**config.mk**
```make
export PLATFORM = sky130hd
export DESIGN_NAME = quadrotor_attitude_control_mixer_top
export DESIGN_NICKNAME = d
export VERILOG_FILES = /design/src/rtl/qacm_pkg.sv /design/src/rtl/qacm_front.sv /design/src/rtl/qacm_gain.sv /design/src/rtl/qacm_mix.sv /design/src/rtl/qacm_sqrt.sv /design/src/rtl/quadrotor_attitude_control_mixer_top.sv
export SDC_FILE = /design/constraint.sdc
export NUM_CORES = 2
export LEC_CHECK = 0
export BUFFER_PORTS_ARGS = -buffer_cell sky130_fd_sc_hd__buf_2
export CORE_MARGIN = 3
export CORE_UTILIZATION = 58
export CTS_CLUSTER_SIZE = 16
export DETAILED_ROUTE_END_ITERATION = 12
export GPL_TIMING_DRIVEN = 0
export PLACE_DENSITY_LB_ADDON = 0.2
export SETUP_SLACK_MARGIN = 0.3
export SLEW_MARGIN = 10
export SYNTH_ARGS = -nofsm -noshare
export SYNTH_HDL_FRONTEND = slang
export SYNTH_SLANG_ARGS = --single-unit
```
**constraint.sdc**
```tcl
create_clock -name clk_i -period 7.2 [get_ports clk_i]
set_input_delay 0.72 -clock clk_i [delete_from_list [all_inputs] [get_ports clk_i]]
set_output_delay 0.72 -clock clk_i [all_outputs]
set_load 0.1 [all_outputs]
```
**src/rtl/qacm_pkg.sv**
```systemverilog
// ----------------------------------------------------------------------------
// qacm_pkg
// Shared types, constants and helper functions for the attitude control
// mixer pipeline.
// ----------------------------------------------------------------------------
package qacm_pkg;

  localparam int unsigned W            = 16;
  localparam int unsigned GAIN_W       = 8;
  localparam int unsigned CFG_IDX_W    = 3;
  localparam int unsigned NUM_MOTORS   = 4;
  localparam int unsigned SENSE_SHIFT  = 6;
  localparam int unsigned SQRT_STEPS   = 4;   // root iterations per stage
  localparam int unsigned SQRT_LO_SHFT = 2 * SQRT_STEPS;

  localparam logic [W-1:0]        SQRT_TOP    = 16'h4000;
  localparam logic signed [W-1:0] LIFT_MIN    = 16'sd277;
  localparam logic signed [W-1:0] MOTOR_MIN   = 16'sd200;
  localparam logic signed [W-1:0] MOTOR_MAX   = 16'sd600;
  localparam logic [3:0]          MOTOR_SCALE = 4'd3;

  typedef enum logic [1:0] {
    OP_MANUAL = 2'd0,
    OP_YAW    = 2'd1,
    OP_FULL   = 2'd2,
    OP_RAW    = 2'd3
  } op_e;

  typedef enum logic [CFG_IDX_W-1:0] {
    CFG_YAW_GAIN           = 3'd0,
    CFG_ANGLE_GAIN         = 3'd1,
    CFG_RATE_GAIN          = 3'd2,
    CFG_YAW_RATE_OFFSET    = 3'd3,
    CFG_ROLL_RATE_OFFSET   = 3'd4,
    CFG_PITCH_RATE_OFFSET  = 3'd5,
    CFG_ROLL_ANGLE_OFFSET  = 3'd6,
    CFG_PITCH_ANGLE_OFFSET = 3'd7
  } cfg_idx_e;

  typedef struct packed {
    op_e                 op;
    logic signed [W-1:0] lift_set;
    logic signed [W-1:0] roll_set;
    logic signed [W-1:0] pitch_set;
    logic signed [W-1:0] yaw_set;
    logic signed [W-1:0] yaw_rate;
    logic signed [W-1:0] roll_rate;
    logic signed [W-1:0] pitch_rate;
    logic signed [W-1:0] roll_angle;
    logic signed [W-1:0] pitch_angle;
  } in_t;

  typedef struct packed {
    logic signed [W-1:0] motor_front;
    logic signed [W-1:0] motor_right;
    logic signed [W-1:0] motor_back;
    logic signed [W-1:0] motor_left;
  } out_t;

  typedef struct packed {
    logic [GAIN_W-1:0] yaw_gain;
    logic [GAIN_W-1:0] angle_gain;
    logic [GAIN_W-1:0] rate_gain;
    logic [W-1:0]      yaw_rate_offset;
    logic [W-1:0]      roll_rate_offset;
    logic [W-1:0]      pitch_rate_offset;
    logic [W-1:0]      roll_angle_offset;
    logic [W-1:0]      pitch_angle_offset;
  } cfg_t;

  // after sensor scaling and offset removal
  typedef struct packed {
    op_e          op;
    logic [W-1:0] lift;
    logic [W-1:0] roll;
    logic [W-1:0] pitch;
    logic [W-1:0] yaw;     // setpoint in manual, yaw error otherwise
    logic [W-1:0] ang_r;
    logic [W-1:0] ang_p;
    logic [W-1:0] rt_r;
    logic [W-1:0] rt_p;
  } s1_t;

  // after gain products
  typedef s1_t s2_t;

  typedef struct packed {
    logic [W-1:0] root;
    logic [W-1:0] rem;
  } sq_lane_t;

  typedef struct packed {
    logic                            half;   // 0: upper root bits still to do
    logic                            clamp;  // normal lift: clamp to motor range
    sq_lane_t [NUM_MOTORS-1:0]       lane;
  } sq_t;

  function automatic logic [W-1:0] sense_scale(logic [W-1:0] x);
    return W'($signed(x) >>> SENSE_SHIFT);
  endfunction

  function automatic logic [W-1:0] mul_lo(logic [W-1:0] a, logic [GAIN_W-1:0] g);
    logic [W+GAIN_W-1:0] p;
    p = {{GAIN_W{1'b0}}, a} * {{W{1'b0}}, g};
    return p[W-1:0];
  endfunction

  // one restoring step of the bitwise integer square root
  function automatic sq_lane_t sqrt_step(sq_lane_t s, logic [W-1:0] bit_w);
    sq_lane_t    r;
    logic [W:0]  trial;
    trial  = {1'b0, s.root} + {1'b0, bit_w};
    r.root = s.root >> 1;
    r.rem  = s.rem;
    if (trial <= {1'b0, s.rem}) begin
      r.root = r.root + bit_w;
      r.rem  = s.rem - trial[W-1:0];
    end
    return r;
  endfunction

endpackage

```
**src/rtl/qacm_front.sv**
```systemverilog
// ----------------------------------------------------------------------------
// qacm_front
// Stage 1: sensor scaling, offset removal and error terms.
// ----------------------------------------------------------------------------
module qacm_front (
  input  logic          clk_i,
  input  logic          rst_ni,
  input  qacm_pkg::cfg_t cfg_i,
  input  logic          valid_i,
  output logic          ready_o,
  input  qacm_pkg::in_t data_i,
  output logic          valid_o,
  input  logic          ready_i,
  output qacm_pkg::s1_t data_o
);
  import qacm_pkg::*;

  logic valid_q;
  s1_t  data_d, data_q;

  always_comb begin
    logic [W-1:0] yr, rr, pr, ra, pa;
    yr = sense_scale(data_i.yaw_rate);
    rr = sense_scale(data_i.roll_rate);
    pr = sense_scale(data_i.pitch_rate);
    ra = sense_scale(data_i.roll_angle);
    pa = sense_scale(data_i.pitch_angle);

    data_d.op    = data_i.op;
    data_d.lift  = data_i.lift_set;
    data_d.roll  = data_i.roll_set;
    data_d.pitch = data_i.pitch_set;
    data_d.yaw   = (data_i.op == OP_MANUAL) ? data_i.yaw_set
                 : data_i.yaw_set - (yr - cfg_i.yaw_rate_offset);
    if (data_i.op == OP_FULL) begin
      data_d.ang_r = data_i.roll_set  - (ra - cfg_i.roll_angle_offset);
      data_d.ang_p = data_i.pitch_set - (pa - cfg_i.pitch_angle_offset);
      data_d.rt_r  = rr - cfg_i.roll_rate_offset;
      data_d.rt_p  = pr - cfg_i.pitch_rate_offset;
    end else begin
      // raw estimates carry no offset
      data_d.ang_r = ra;
      data_d.ang_p = pa;
      data_d.rt_r  = rr;
      data_d.rt_p  = pr;
    end
  end

  assign ready_o = !valid_q || ready_i;

  always_ff @(posedge clk_i or negedge rst_ni) begin
    if (!rst_ni) begin
      valid_q <= 1'b0;
    end else if (ready_o) begin
      valid_q <= valid_i;
    end
  end

  always_ff @(posedge clk_i) begin
    if (valid_i && ready_o) begin
      data_q <= data_d;
    end
  end

  assign valid_o = valid_q;
  assign data_o  = data_q;

endmodule

```
**src/rtl/qacm_gain.sv**
```systemverilog
// ----------------------------------------------------------------------------
// qacm_gain
// Stage 2: gain products for yaw, angle and rate terms.
// ----------------------------------------------------------------------------
module qacm_gain (
  input  logic           clk_i,
  input  logic           rst_ni,
  input  qacm_pkg::cfg_t cfg_i,
  input  logic           valid_i,
  output logic           ready_o,
  input  qacm_pkg::s1_t  data_i,
  output logic           valid_o,
  input  logic           ready_i,
  output qacm_pkg::s2_t  data_o
);
  import qacm_pkg::*;

  logic              valid_q;
  s2_t               data_d, data_q;
  logic [GAIN_W-1:0] ag;

  // full mode uses a quarter of the angle gain
  assign ag = (data_i.op == OP_FULL) ? {2'b00, cfg_i.angle_gain[GAIN_W-1:2]}
                                     : cfg_i.angle_gain;

  always_comb begin
    data_d       = data_i;
    data_d.yaw   = (data_i.op == OP_MANUAL) ? data_i.yaw
                 : mul_lo(data_i.yaw, cfg_i.yaw_gain);
    data_d.ang_r = mul_lo(data_i.ang_r, ag);
    data_d.ang_p = mul_lo(data_i.ang_p, ag);
    data_d.rt_r  = mul_lo(data_i.rt_r, cfg_i.rate_gain);
    data_d.rt_p  = mul_lo(data_i.rt_p, cfg_i.rate_gain);
  end

  assign ready_o = !valid_q || ready_i;

  always_ff @(posedge clk_i or negedge rst_ni) begin
    if (!rst_ni) begin
      valid_q <= 1'b0;
    end else if (ready_o) begin
      valid_q <= valid_i;
    end
  end

  always_ff @(posedge clk_i) begin
    if (valid_i && ready_o) begin
      data_q <= data_d;
    end
  end

  assign valid_o = valid_q;
  assign data_o  = data_q;

endmodule

```
**src/rtl/qacm_mix.sv**
```systemverilog
// ----------------------------------------------------------------------------
// qacm_mix
// Stage 3: roll/pitch correction and quad-X motor mixing.
// ----------------------------------------------------------------------------
module qacm_mix (
  input  logic          clk_i,
  input  logic          rst_ni,
  input  logic          valid_i,
  output logic          ready_o,
  input  qacm_pkg::s2_t data_i,
  output logic          valid_o,
  input  logic          ready_i,
  output qacm_pkg::sq_t data_o
);
  import qacm_pkg::*;

  logic         valid_q;
  sq_t          data_d, data_q;
  logic [W-1:0] roll_f, pitch_f, roll2, pitch2;
  logic         low_lift;

  always_comb begin
    unique case (data_i.op)
      OP_FULL: begin
        roll_f  = data_i.ang_r - data_i.rt_r;
        pitch_f = data_i.ang_p + data_i.rt_p;
      end
      OP_RAW: begin
        roll_f  = data_i.roll  - data_i.ang_r - data_i.rt_r;
        pitch_f = data_i.pitch - data_i.ang_p + data_i.rt_p;
      end
      default: begin
        roll_f  = data_i.roll;
        pitch_f = data_i.pitch;
      end
    endcase
  end

  assign roll2    = {roll_f[W-2:0], 1'b0};
  assign pitch2   = {pitch_f[W-2:0], 1'b0};
  assign low_lift = $signed(data_i.lift) < LIFT_MIN;

  always_comb begin
    data_d.half  = 1'b0;
    data_d.clamp = !low_lift;
    for (int l = 0; l < NUM_MOTORS; l++) begin
      data_d.lane[l].root = '0;
    end
    if (low_lift) begin
      for (int l = 0; l < NUM_MOTORS; l++) begin
        data_d.lane[l].rem = data_i.lift;
      end
    end else begin
      data_d.lane[0].rem = data_i.lift - data_i.yaw + pitch2;   // front
      data_d.lane[1].rem = data_i.lift + data_i.yaw - roll2;    // right
      data_d.lane[2].rem = data_i.lift - data_i.yaw - pitch2;   // back
      data_d.lane[3].rem = data_i.lift + data_i.yaw + roll2;    // left
    end
  end

  assign ready_o = !valid_q || ready_i;

  always_ff @(posedge clk_i or negedge rst_ni) begin
    if (!rst_ni) begin
      valid_q <= 1'b0;
    end else if (ready_o) begin
      valid_q <= valid_i;
    end
  end

  always_ff @(posedge clk_i) begin
    if (valid_i && ready_o) begin
      data_q <= data_d;
    end
  end

  assign valid_o = valid_q;
  assign data_o  = data_q;

endmodule

```
**src/rtl/qacm_sqrt.sv**
```systemverilog
// ----------------------------------------------------------------------------
// qacm_sqrt
// Half of the integer square root: four restoring steps per motor lane.
// The first instance also takes the magnitude.
// ----------------------------------------------------------------------------
module qacm_sqrt (
  input  logic          clk_i,
  input  logic          rst_ni,
  input  logic          valid_i,
  output logic          ready_o,
  input  qacm_pkg::sq_t data_i,
  output logic          valid_o,
  input  logic          ready_i,
  output qacm_pkg::sq_t data_o
);
  import qacm_pkg::*;

  logic valid_q;
  sq_t  data_d, data_q;

  always_comb begin
    sq_lane_t     cur;
    logic [W-1:0] top_w;
    logic [W-1:0] bit_w;
    data_d      = data_i;
    data_d.half = 1'b1;
    top_w       = data_i.half ? (SQRT_TOP >> SQRT_LO_SHFT) : SQRT_TOP;
    for (int l = 0; l < NUM_MOTORS; l++) begin
      cur = data_i.lane[l];
      // magnitude; 0x8000 maps to itself, i.e. 32768
      if (!data_i.half && cur.rem[W-1]) begin
        cur.rem = ~cur.rem + 1'b1;
      end
      for (int k = 0; k < SQRT_STEPS; k++) begin
        bit_w = top_w >> (2 * k);
        cur   = sqrt_step(cur, bit_w);
      end
      data_d.lane[l] = cur;
    end
  end

  assign ready_o = !valid_q || ready_i;

  always_ff @(posedge clk_i or negedge rst_ni) begin
    if (!rst_ni) begin
      valid_q <= 1'b0;
    end else if (ready_o) begin
      valid_q <= valid_i;
    end
  end

  always_ff @(posedge clk_i) begin
    if (valid_i && ready_o) begin
      data_q <= data_d;
    end
  end

  assign valid_o = valid_q;
  assign data_o  = data_q;

endmodule

```
**src/rtl/quadrotor_attitude_control_mixer_top.sv**
```systemverilog
// ----------------------------------------------------------------------------
// quadrotor_attitude_control_mixer_top
// Proportional attitude controller and quad-X motor mixer, six-stage pipeline.
// ----------------------------------------------------------------------------
// Usage: one control sample enters per cycle when in_ready_o is high, and its
// four motor commands reach out_data_o through six register stages (sensor
// scaling and errors, gain products, mixer, two square-root halves, motor
// scale and clamp). Each stage holds one transaction with its own valid bit;
// a stage takes a new one whenever it is empty or its successor takes its
// current one, so bubbles close up and the input keeps flowing while a result
// waits on the output, until all six stages are full. The square root is
// split over two stages of four restoring steps each. Gains and offsets are
// written through the cfg port (always ready); the user must write them only
// while no transaction is in flight, as the block itself does not enforce it.
// All reset to zero.
// ----------------------------------------------------------------------------
module quadrotor_attitude_control_mixer_top (
  input  logic                             clk_i,
  input  logic                             rst_ni,
  // configuration writes
  input  logic                             cfg_valid_i,
  output logic                             cfg_ready_o,
  input  logic [qacm_pkg::CFG_IDX_W-1:0]   cfg_index_i,
  input  logic [qacm_pkg::W-1:0]           cfg_data_i,
  // control samples in
  input  logic                             in_valid_i,
  output logic                             in_ready_o,
  input  qacm_pkg::in_t                    in_data_i,
  // motor commands out
  output logic                             out_valid_o,
  input  logic                             out_ready_i,
  output qacm_pkg::out_t                   out_data_o
);
  import qacm_pkg::*;

  // --------------------------------------------------------------------------
  // Configuration registers
  // --------------------------------------------------------------------------
  cfg_t cfg_q, cfg_d;

  assign cfg_ready_o = 1'b1;

  always_comb begin
    cfg_d = cfg_q;
    if (cfg_valid_i) begin
      unique case (cfg_idx_e'(cfg_index_i))
        CFG_YAW_GAIN:           cfg_d.yaw_gain           = cfg_data_i[GAIN_W-1:0];
        CFG_ANGLE_GAIN:         cfg_d.angle_gain         = cfg_data_i[GAIN_W-1:0];
        CFG_RATE_GAIN:          cfg_d.rate_gain          = cfg_data_i[GAIN_W-1:0];
        CFG_YAW_RATE_OFFSET:    cfg_d.yaw_rate_offset    = cfg_data_i;
        CFG_ROLL_RATE_OFFSET:   cfg_d.roll_rate_offset   = cfg_data_i;
        CFG_PITCH_RATE_OFFSET:  cfg_d.pitch_rate_offset  = cfg_data_i;
        CFG_ROLL_ANGLE_OFFSET:  cfg_d.roll_angle_offset  = cfg_data_i;
        CFG_PITCH_ANGLE_OFFSET: cfg_d.pitch_angle_offset = cfg_data_i;
      endcase
    end
  end

  always_ff @(posedge clk_i or negedge rst_ni) begin
    if (!rst_ni) begin
      cfg_q <= '0;
    end else begin
      cfg_q <= cfg_d;
    end
  end

  // --------------------------------------------------------------------------
  // Pipeline stages
  // --------------------------------------------------------------------------
  logic s1_valid, s1_ready, s2_valid, s2_ready, s3_valid, s3_ready;
  logic s4_valid, s4_ready, s5_valid, s5_ready;
  s1_t  s1_data;
  s2_t  s2_data;
  sq_t  s3_data, s4_data, s5_data;

  qacm_front u_front (
    .clk_i   (clk_i),
    .rst_ni  (rst_ni),
    .cfg_i   (cfg_q),
    .valid_i (in_valid_i),
    .ready_o (in_ready_o),
    .data_i  (in_data_i),
    .valid_o (s1_valid),
    .ready_i (s1_ready),
    .data_o  (s1_data)
  );

  qacm_gain u_gain (
    .clk_i   (clk_i),
    .rst_ni  (rst_ni),
    .cfg_i   (cfg_q),
    .valid_i (s1_valid),
    .ready_o (s1_ready),
    .data_i  (s1_data),
    .valid_o (s2_valid),
    .ready_i (s2_ready),
    .data_o  (s2_data)
  );

  qacm_mix u_mix (
    .clk_i   (clk_i),
    .rst_ni  (rst_ni),
    .valid_i (s2_valid),
    .ready_o (s2_ready),
    .data_i  (s2_data),
    .valid_o (s3_valid),
    .ready_i (s3_ready),
    .data_o  (s3_data)
  );

  // upper four root bits, magnitude first
  qacm_sqrt u_sqrt_hi (
    .clk_i   (clk_i),
    .rst_ni  (rst_ni),
    .valid_i (s3_valid),
    .ready_o (s3_ready),
    .data_i  (s3_data),
    .valid_o (s4_valid),
    .ready_i (s4_ready),
    .data_o  (s4_data)
  );

  // lower four root bits
  qacm_sqrt u_sqrt_lo (
    .clk_i   (clk_i),
    .rst_ni  (rst_ni),
    .valid_i (s4_valid),
    .ready_o (s4_ready),
    .data_i  (s4_data),
    .valid_o (s5_valid),
    .ready_i (s5_ready),
    .data_o  (s5_data)
  );

  // --------------------------------------------------------------------------
  // Output stage: scale root by motor constant, clamp on normal lift
  // --------------------------------------------------------------------------
  logic                                 out_valid_q;
  logic                                 out_clamp_q;
  logic [NUM_MOTORS-1:0][W-1:0]         motor_d;
  out_t                                 out_data_q;

  always_comb begin
    logic [W+3:0]        prod;
    logic signed [W-1:0] m;
    for (int l = 0; l < NUM_MOTORS; l++) begin
      prod = s5_data.lane[l].root * MOTOR_SCALE;
      m    = signed'(prod[W-1:0]);
      if (s5_data.clamp) begin
        if (m < MOTOR_MIN) begin
          m = MOTOR_MIN;
        end
        if (m > MOTOR_MAX) begin
          m = MOTOR_MAX;
        end
      end
      motor_d[l] = m;
    end
  end

  assign s5_ready = !out_valid_q || out_ready_i;

  always_ff @(posedge clk_i or negedge rst_ni) begin
    if (!rst_ni) begin
      out_valid_q <= 1'b0;
    end else if (s5_ready) begin
      out_valid_q <= s5_valid;
    end
  end

  always_ff @(posedge clk_i) begin
    if (s5_valid && s5_ready) begin
      out_data_q.motor_front <= motor_d[0];
      out_data_q.motor_right <= motor_d[1];
      out_data_q.motor_back  <= motor_d[2];
      out_data_q.motor_left  <= motor_d[3];
      out_clamp_q            <= s5_data.clamp;
    end
  end

  assign out_valid_o = out_valid_q;
  assign out_data_o  = out_data_q;

  // --------------------------------------------------------------------------
  // Assertions
  // --------------------------------------------------------------------------
  // every command lies in 0..600 (root of 32768 times 3 stays below 600)
  a_motor_range: assert property (@(posedge clk_i) disable iff (!rst_ni)
    out_valid_o |-> (out_data_o.motor_front >= 0) && (out_data_o.motor_front <= MOTOR_MAX)
                 && (out_data_o.motor_right >= 0) && (out_data_o.motor_right <= MOTOR_MAX)
                 && (out_data_o.motor_back  >= 0) && (out_data_o.motor_back  <= MOTOR_MAX)
                 && (out_data_o.motor_left  >= 0) && (out_data_o.motor_left  <= MOTOR_MAX))
    else $error("motor command out of range");

  // normal lift commands respect the lower clamp
  a_clamp_low: assert property (@(posedge clk_i) disable iff (!rst_ni)
    out_valid_o && out_clamp_q |-> (out_data_o.motor_front >= MOTOR_MIN)
                                && (out_data_o.motor_right >= MOTOR_MIN)
                                && (out_data_o.motor_back  >= MOTOR_MIN)
                                && (out_data_o.motor_left  >= MOTOR_MIN))
    else $error("clamped motor below minimum");

  // low lift drives all four motors alike
  a_low_lift_equal: assert property (@(posedge clk_i) disable iff (!rst_ni)
    out_valid_o && !out_clamp_q |-> (out_data_o.motor_front == out_data_o.motor_right)
                                 && (out_data_o.motor_front == out_data_o.motor_back)
                                 && (out_data_o.motor_front == out_data_o.motor_left))
    else $error("low lift motors differ");

  // with the output free, no stage can hold back the input
  a_no_false_stall: assert property (@(posedge clk_i) disable iff (!rst_ni)
    !out_valid_o |-> in_ready_o)
    else $error("input stalled with empty output");

endmodule
```
==> key figures <==
Run status
  – Status: finished with violations
  – Failing checks: negative setup slack

Place
  – Port bufs: approximately 180
  – DP Area: 63,700 um^2
  – Routability congestion estimate: about 0.95
  – DP HPWL: 122,000 um

Critical path
  – Startpoint type of the worst setup path: flip-flop
  – CP delay by family, top: compound AO/OA/AOI/OAI gates
  – Critical path's most frequent cell: a21o_1
  – Worst Path Buf+Inv: 8
  – Endpoint class of the critical path: flip-flop
  – Worst-path fanout max: 7
  – Crit path max-delay cell type: or4_4
  – Arr. time, crit path: between 7 and 8 ns
  – Setup Crit Path Kind: reg2reg
  – WP data required: 7.74 ns
  – Largest stage delay on the critical path: roughly 0.52 ns

Clocking
  – Clock transition at the registers of the reported paths: 0.07 ns
  – CTS Sinks: 565
  – H-tree levels: 3
  – Clock Path Buffers: 3
  – Worst skew pair latency: 0.67 ns
  – CTS tree: done
  – Num CTS Buffers: 70
  – Root buffer cell: clkbuf_16

STA
  – Final setup violation count: 1
  – Worst clock skew: 0.0329 ns
  – Min Tclk post-route: 7.29 ns
  – RSZ-0062 raised after global routing: yes
  – Max Slew Vio Count: 0
  – Slack of the critical path: -0.0865 ns
  – Final Hold Violating Endpoints: 0
  – Slew HR: 17.1%
  – Worst-margin pin slew: 1.24 ns
  – Max Clk Rate: between 0.1 and 0.15 GHz
  – Period utilization: 101%

Synth
  – Syn Area/Cell: 9.29 um^2
  – Syn Inst Count: ~6.5k
  – Post-synth top flop: edfxtp_1
  – Synth Cell Area: 60,200 um^2
  – FFs w/ async S/R, synth: 18.8%
  – Number of synthesized flops with an enable pin: roughly 460
  – Register area share after synthesis: 27.3%
  – Synthesis-stage register bit count: 565
  – YS warnings: 0
  – Cell variety after synth: 113

Global routing
  – Antenna violations before repair: 2
  – Largest net degree at the start of global routing: 83
  – Total Routing Usage GR: 29.0%
  – First-pass GRT wire length: 250,000 um
  – Grt ovf: 0
  – Number of global-route vias before repair: 47.9k

Final layout
  – Area growth from synthesis to layout: 17.5%
  – Total Nets Final: 8,228
  – Final Util: a little under 70%
  – Cell area after layout: 70,800 um^2
  – Share of cells above drive strength 1: 17.4%

Floorplan
  – Die ar.: 108,000 um^2
  – # rows: 117
  – Die Wd: approximately 330 um
  – Chip height: between 300 and 400 um
  – # IOs: 237
  – Core area: between 100,000 and 150,000 um^2
  – Initial Utilization: 58.8%

Detailed routing
  – Post-route ant nets: 0
  – Drt initial violations: 3,253
  – Via/cell ratio: 5.76
  – Drt total wl: 160,000 um
  – Routed WL per cell: 18.9 um
  – DRC: 0
  – Vias post-DR: 48.8k
  – 1st-pass router iterations: 5

Min path
  – Hold/Removal Path Class: in2reg

Run
  – Max_cap viols: 0
[logic make-up (layout without fill, tap and decap cells)]
kind of cell	after synthesis	after routing	share of synthesized area [%]
simple gates	1687	1687	14.3
compound gates	1360	1360	15.0
buf+inv	1216	1805	7.83
fa+ha+maj	1017	1017	25.6
flops	565	565	27.3
xor+xnor	459	459	6.70
mux	180	180	3.26
other cells	2	27	0.0125
[sequential cells by signal, summed over array words and instances (netlist names)]
name	cells
out_valid_o	1
u_front.valid_o	1
u_mix.data_o	60
u_gain.data_o	124
u_sqrt_hi.valid_o	1
u_sqrt_lo.data_o	33
cfg_q	100
u_sqrt_lo.valid_o	1
u_gain.valid_o	1
u_mix.valid_o	1
u_front.data_o	124
out_data_o	40
u_sqrt_hi.data_o	78
[worst register-to-register path, delay by kind of cell, from the launching register on]
kind / cells / cell delay (ns)
adders and majority gates: 3 / 0.81
muxes: 2 / 0.26
buffers and inverters: 8 / 1.03
DFF: 1 / 0.38
and+or+nand+nor: 10 / 1.65
AOI/OAI and AO/OA: 17 / 3.06
[cell type report]
class,count,area [um^2]
timing repair buffer,460,3250
inverter,1012,3860
clock buffer,81,1810
tap,1368,1710
clock inverter,48,593
sequential,565,16400
multi-input combinational,4728,41900
buffer,204,1230
antenna,2,5.00
fill,7819,31700
[synthesized netlist by cell type, types with 116 or more instances]
cell type  count  share of area (%)
mux2_2       116                2.2
and2_1       266                2.8
nand2_1      545                3.4
o21ai_0      283                2.4
xor2_1       116                1.7
clkbuf_1     147               0.92
xnor2_1      341                5.0
ha_1         656                 14
edfxtp_1     459                 23
a21oi_1      344                2.9
inv_1       1005                6.3
fa_1         361                 12
nor2_1       249                1.6
[worst paths after layout]
path | cells past startpoint | slack [ns] | endpoint | from
min in group asynchronous | 2 | 0.48 | cfg_q[71]$_DFFE_PN0P_ | rst_ni
max reg2reg | 40 | -0.09 | u_sqrt_lo.data_o[16]$_SDFFCE_PN0P_ | u_sqrt_hi.data_o[0]$_DFFE_PP_
min reg2reg | 0 | 0.42 | u_gain.data_o[119]$_DFFE_PP_ | u_front.data_o[119]$_DFFE_PP_
max | 40 | -0.09 | u_sqrt_lo.data_o[16]$_SDFFCE_PN0P_ | u_sqrt_hi.data_o[0]$_DFFE_PP_
max in group asynchronous | 3 | 5.97 | cfg_q[85]$_DFFE_PN0P_ | rst_ni
min | 1 | 0.23 | u_front.data_o[118]$_DFFE_PP_ | in_data_i[134]
[metal layers]
layer | wire length, um | vias to the layer above | share of wire [%] | track usage (%)
li1 | - | 23272 | - | -
met1 | 65200 | 23647 | 41 | 36.0
met2 | 78600 | 1466 | 49 | 50.8
met3 | 8220 | 416 | 5.1 | 3.73
met4 | 8090 | 2 | 5.1 | 12.0
met5 | 13 | - | 0.0081 | 0
[metrics by stage]
stage / TNS, ns / instances / setup WS (ns) / hold WS, ns
6_report: -0.0865 / 8468 / -0.0865 / 0.231
5_1_grt: -0.810 / 8466 / -0.527 / 0.203
4_1_cts: -0.107 / 8341 / -0.0967 / 0.194
3_5_place_dp: -40.92 / 8062 / -1.87 / 0.406
3_3_place_gp: -35.71 / 8052 / -1.93 / 0.402
2_1_floorplan: 0 / 6509 / 0.143 / 0.400
[cells in the final DEF (no fill, tap or decap), types with 40 or more instances in the layout]
cell / n
inv_1: 961
ha_1: 593
nand2_1: 523
edfxtp_1: 459
fa_1: 361
xnor2_1: 325
a21oi_1: 311
buf_4: 279
o21ai_0: 260
and2_1: 259
nor2_1: 225
buf_2: 185
clkbuf_1: 123
mux2_2: 113
dfrtp_1: 106
xor2_1: 105
a21o_1: 104
nor3_1: 99
o21bai_1: 88
clkbuf_16: 74
nand3_1: 70
nand2b_1: 58
o31ai_1: 55
or3_1: 54
ha_4: 52
nor2b_1: 51
mux2i_1: 50
o21a_1: 48
a31oi_1: 40
[timing repair]
action                                 4_1_cts  5_1_grt
resized for setup                          303      286
setup buffers                              147      123
pin swaps                                  102      163
setup endpoints to repair                   42       40
hold buffers                                 1        0
endpoints found under the hold margin       24        0
cloned                                       2        2
Power is left out: the tool's default activity adds up to more than one toggle a clock period on the data nets, which glitch-free logic cannot reach.
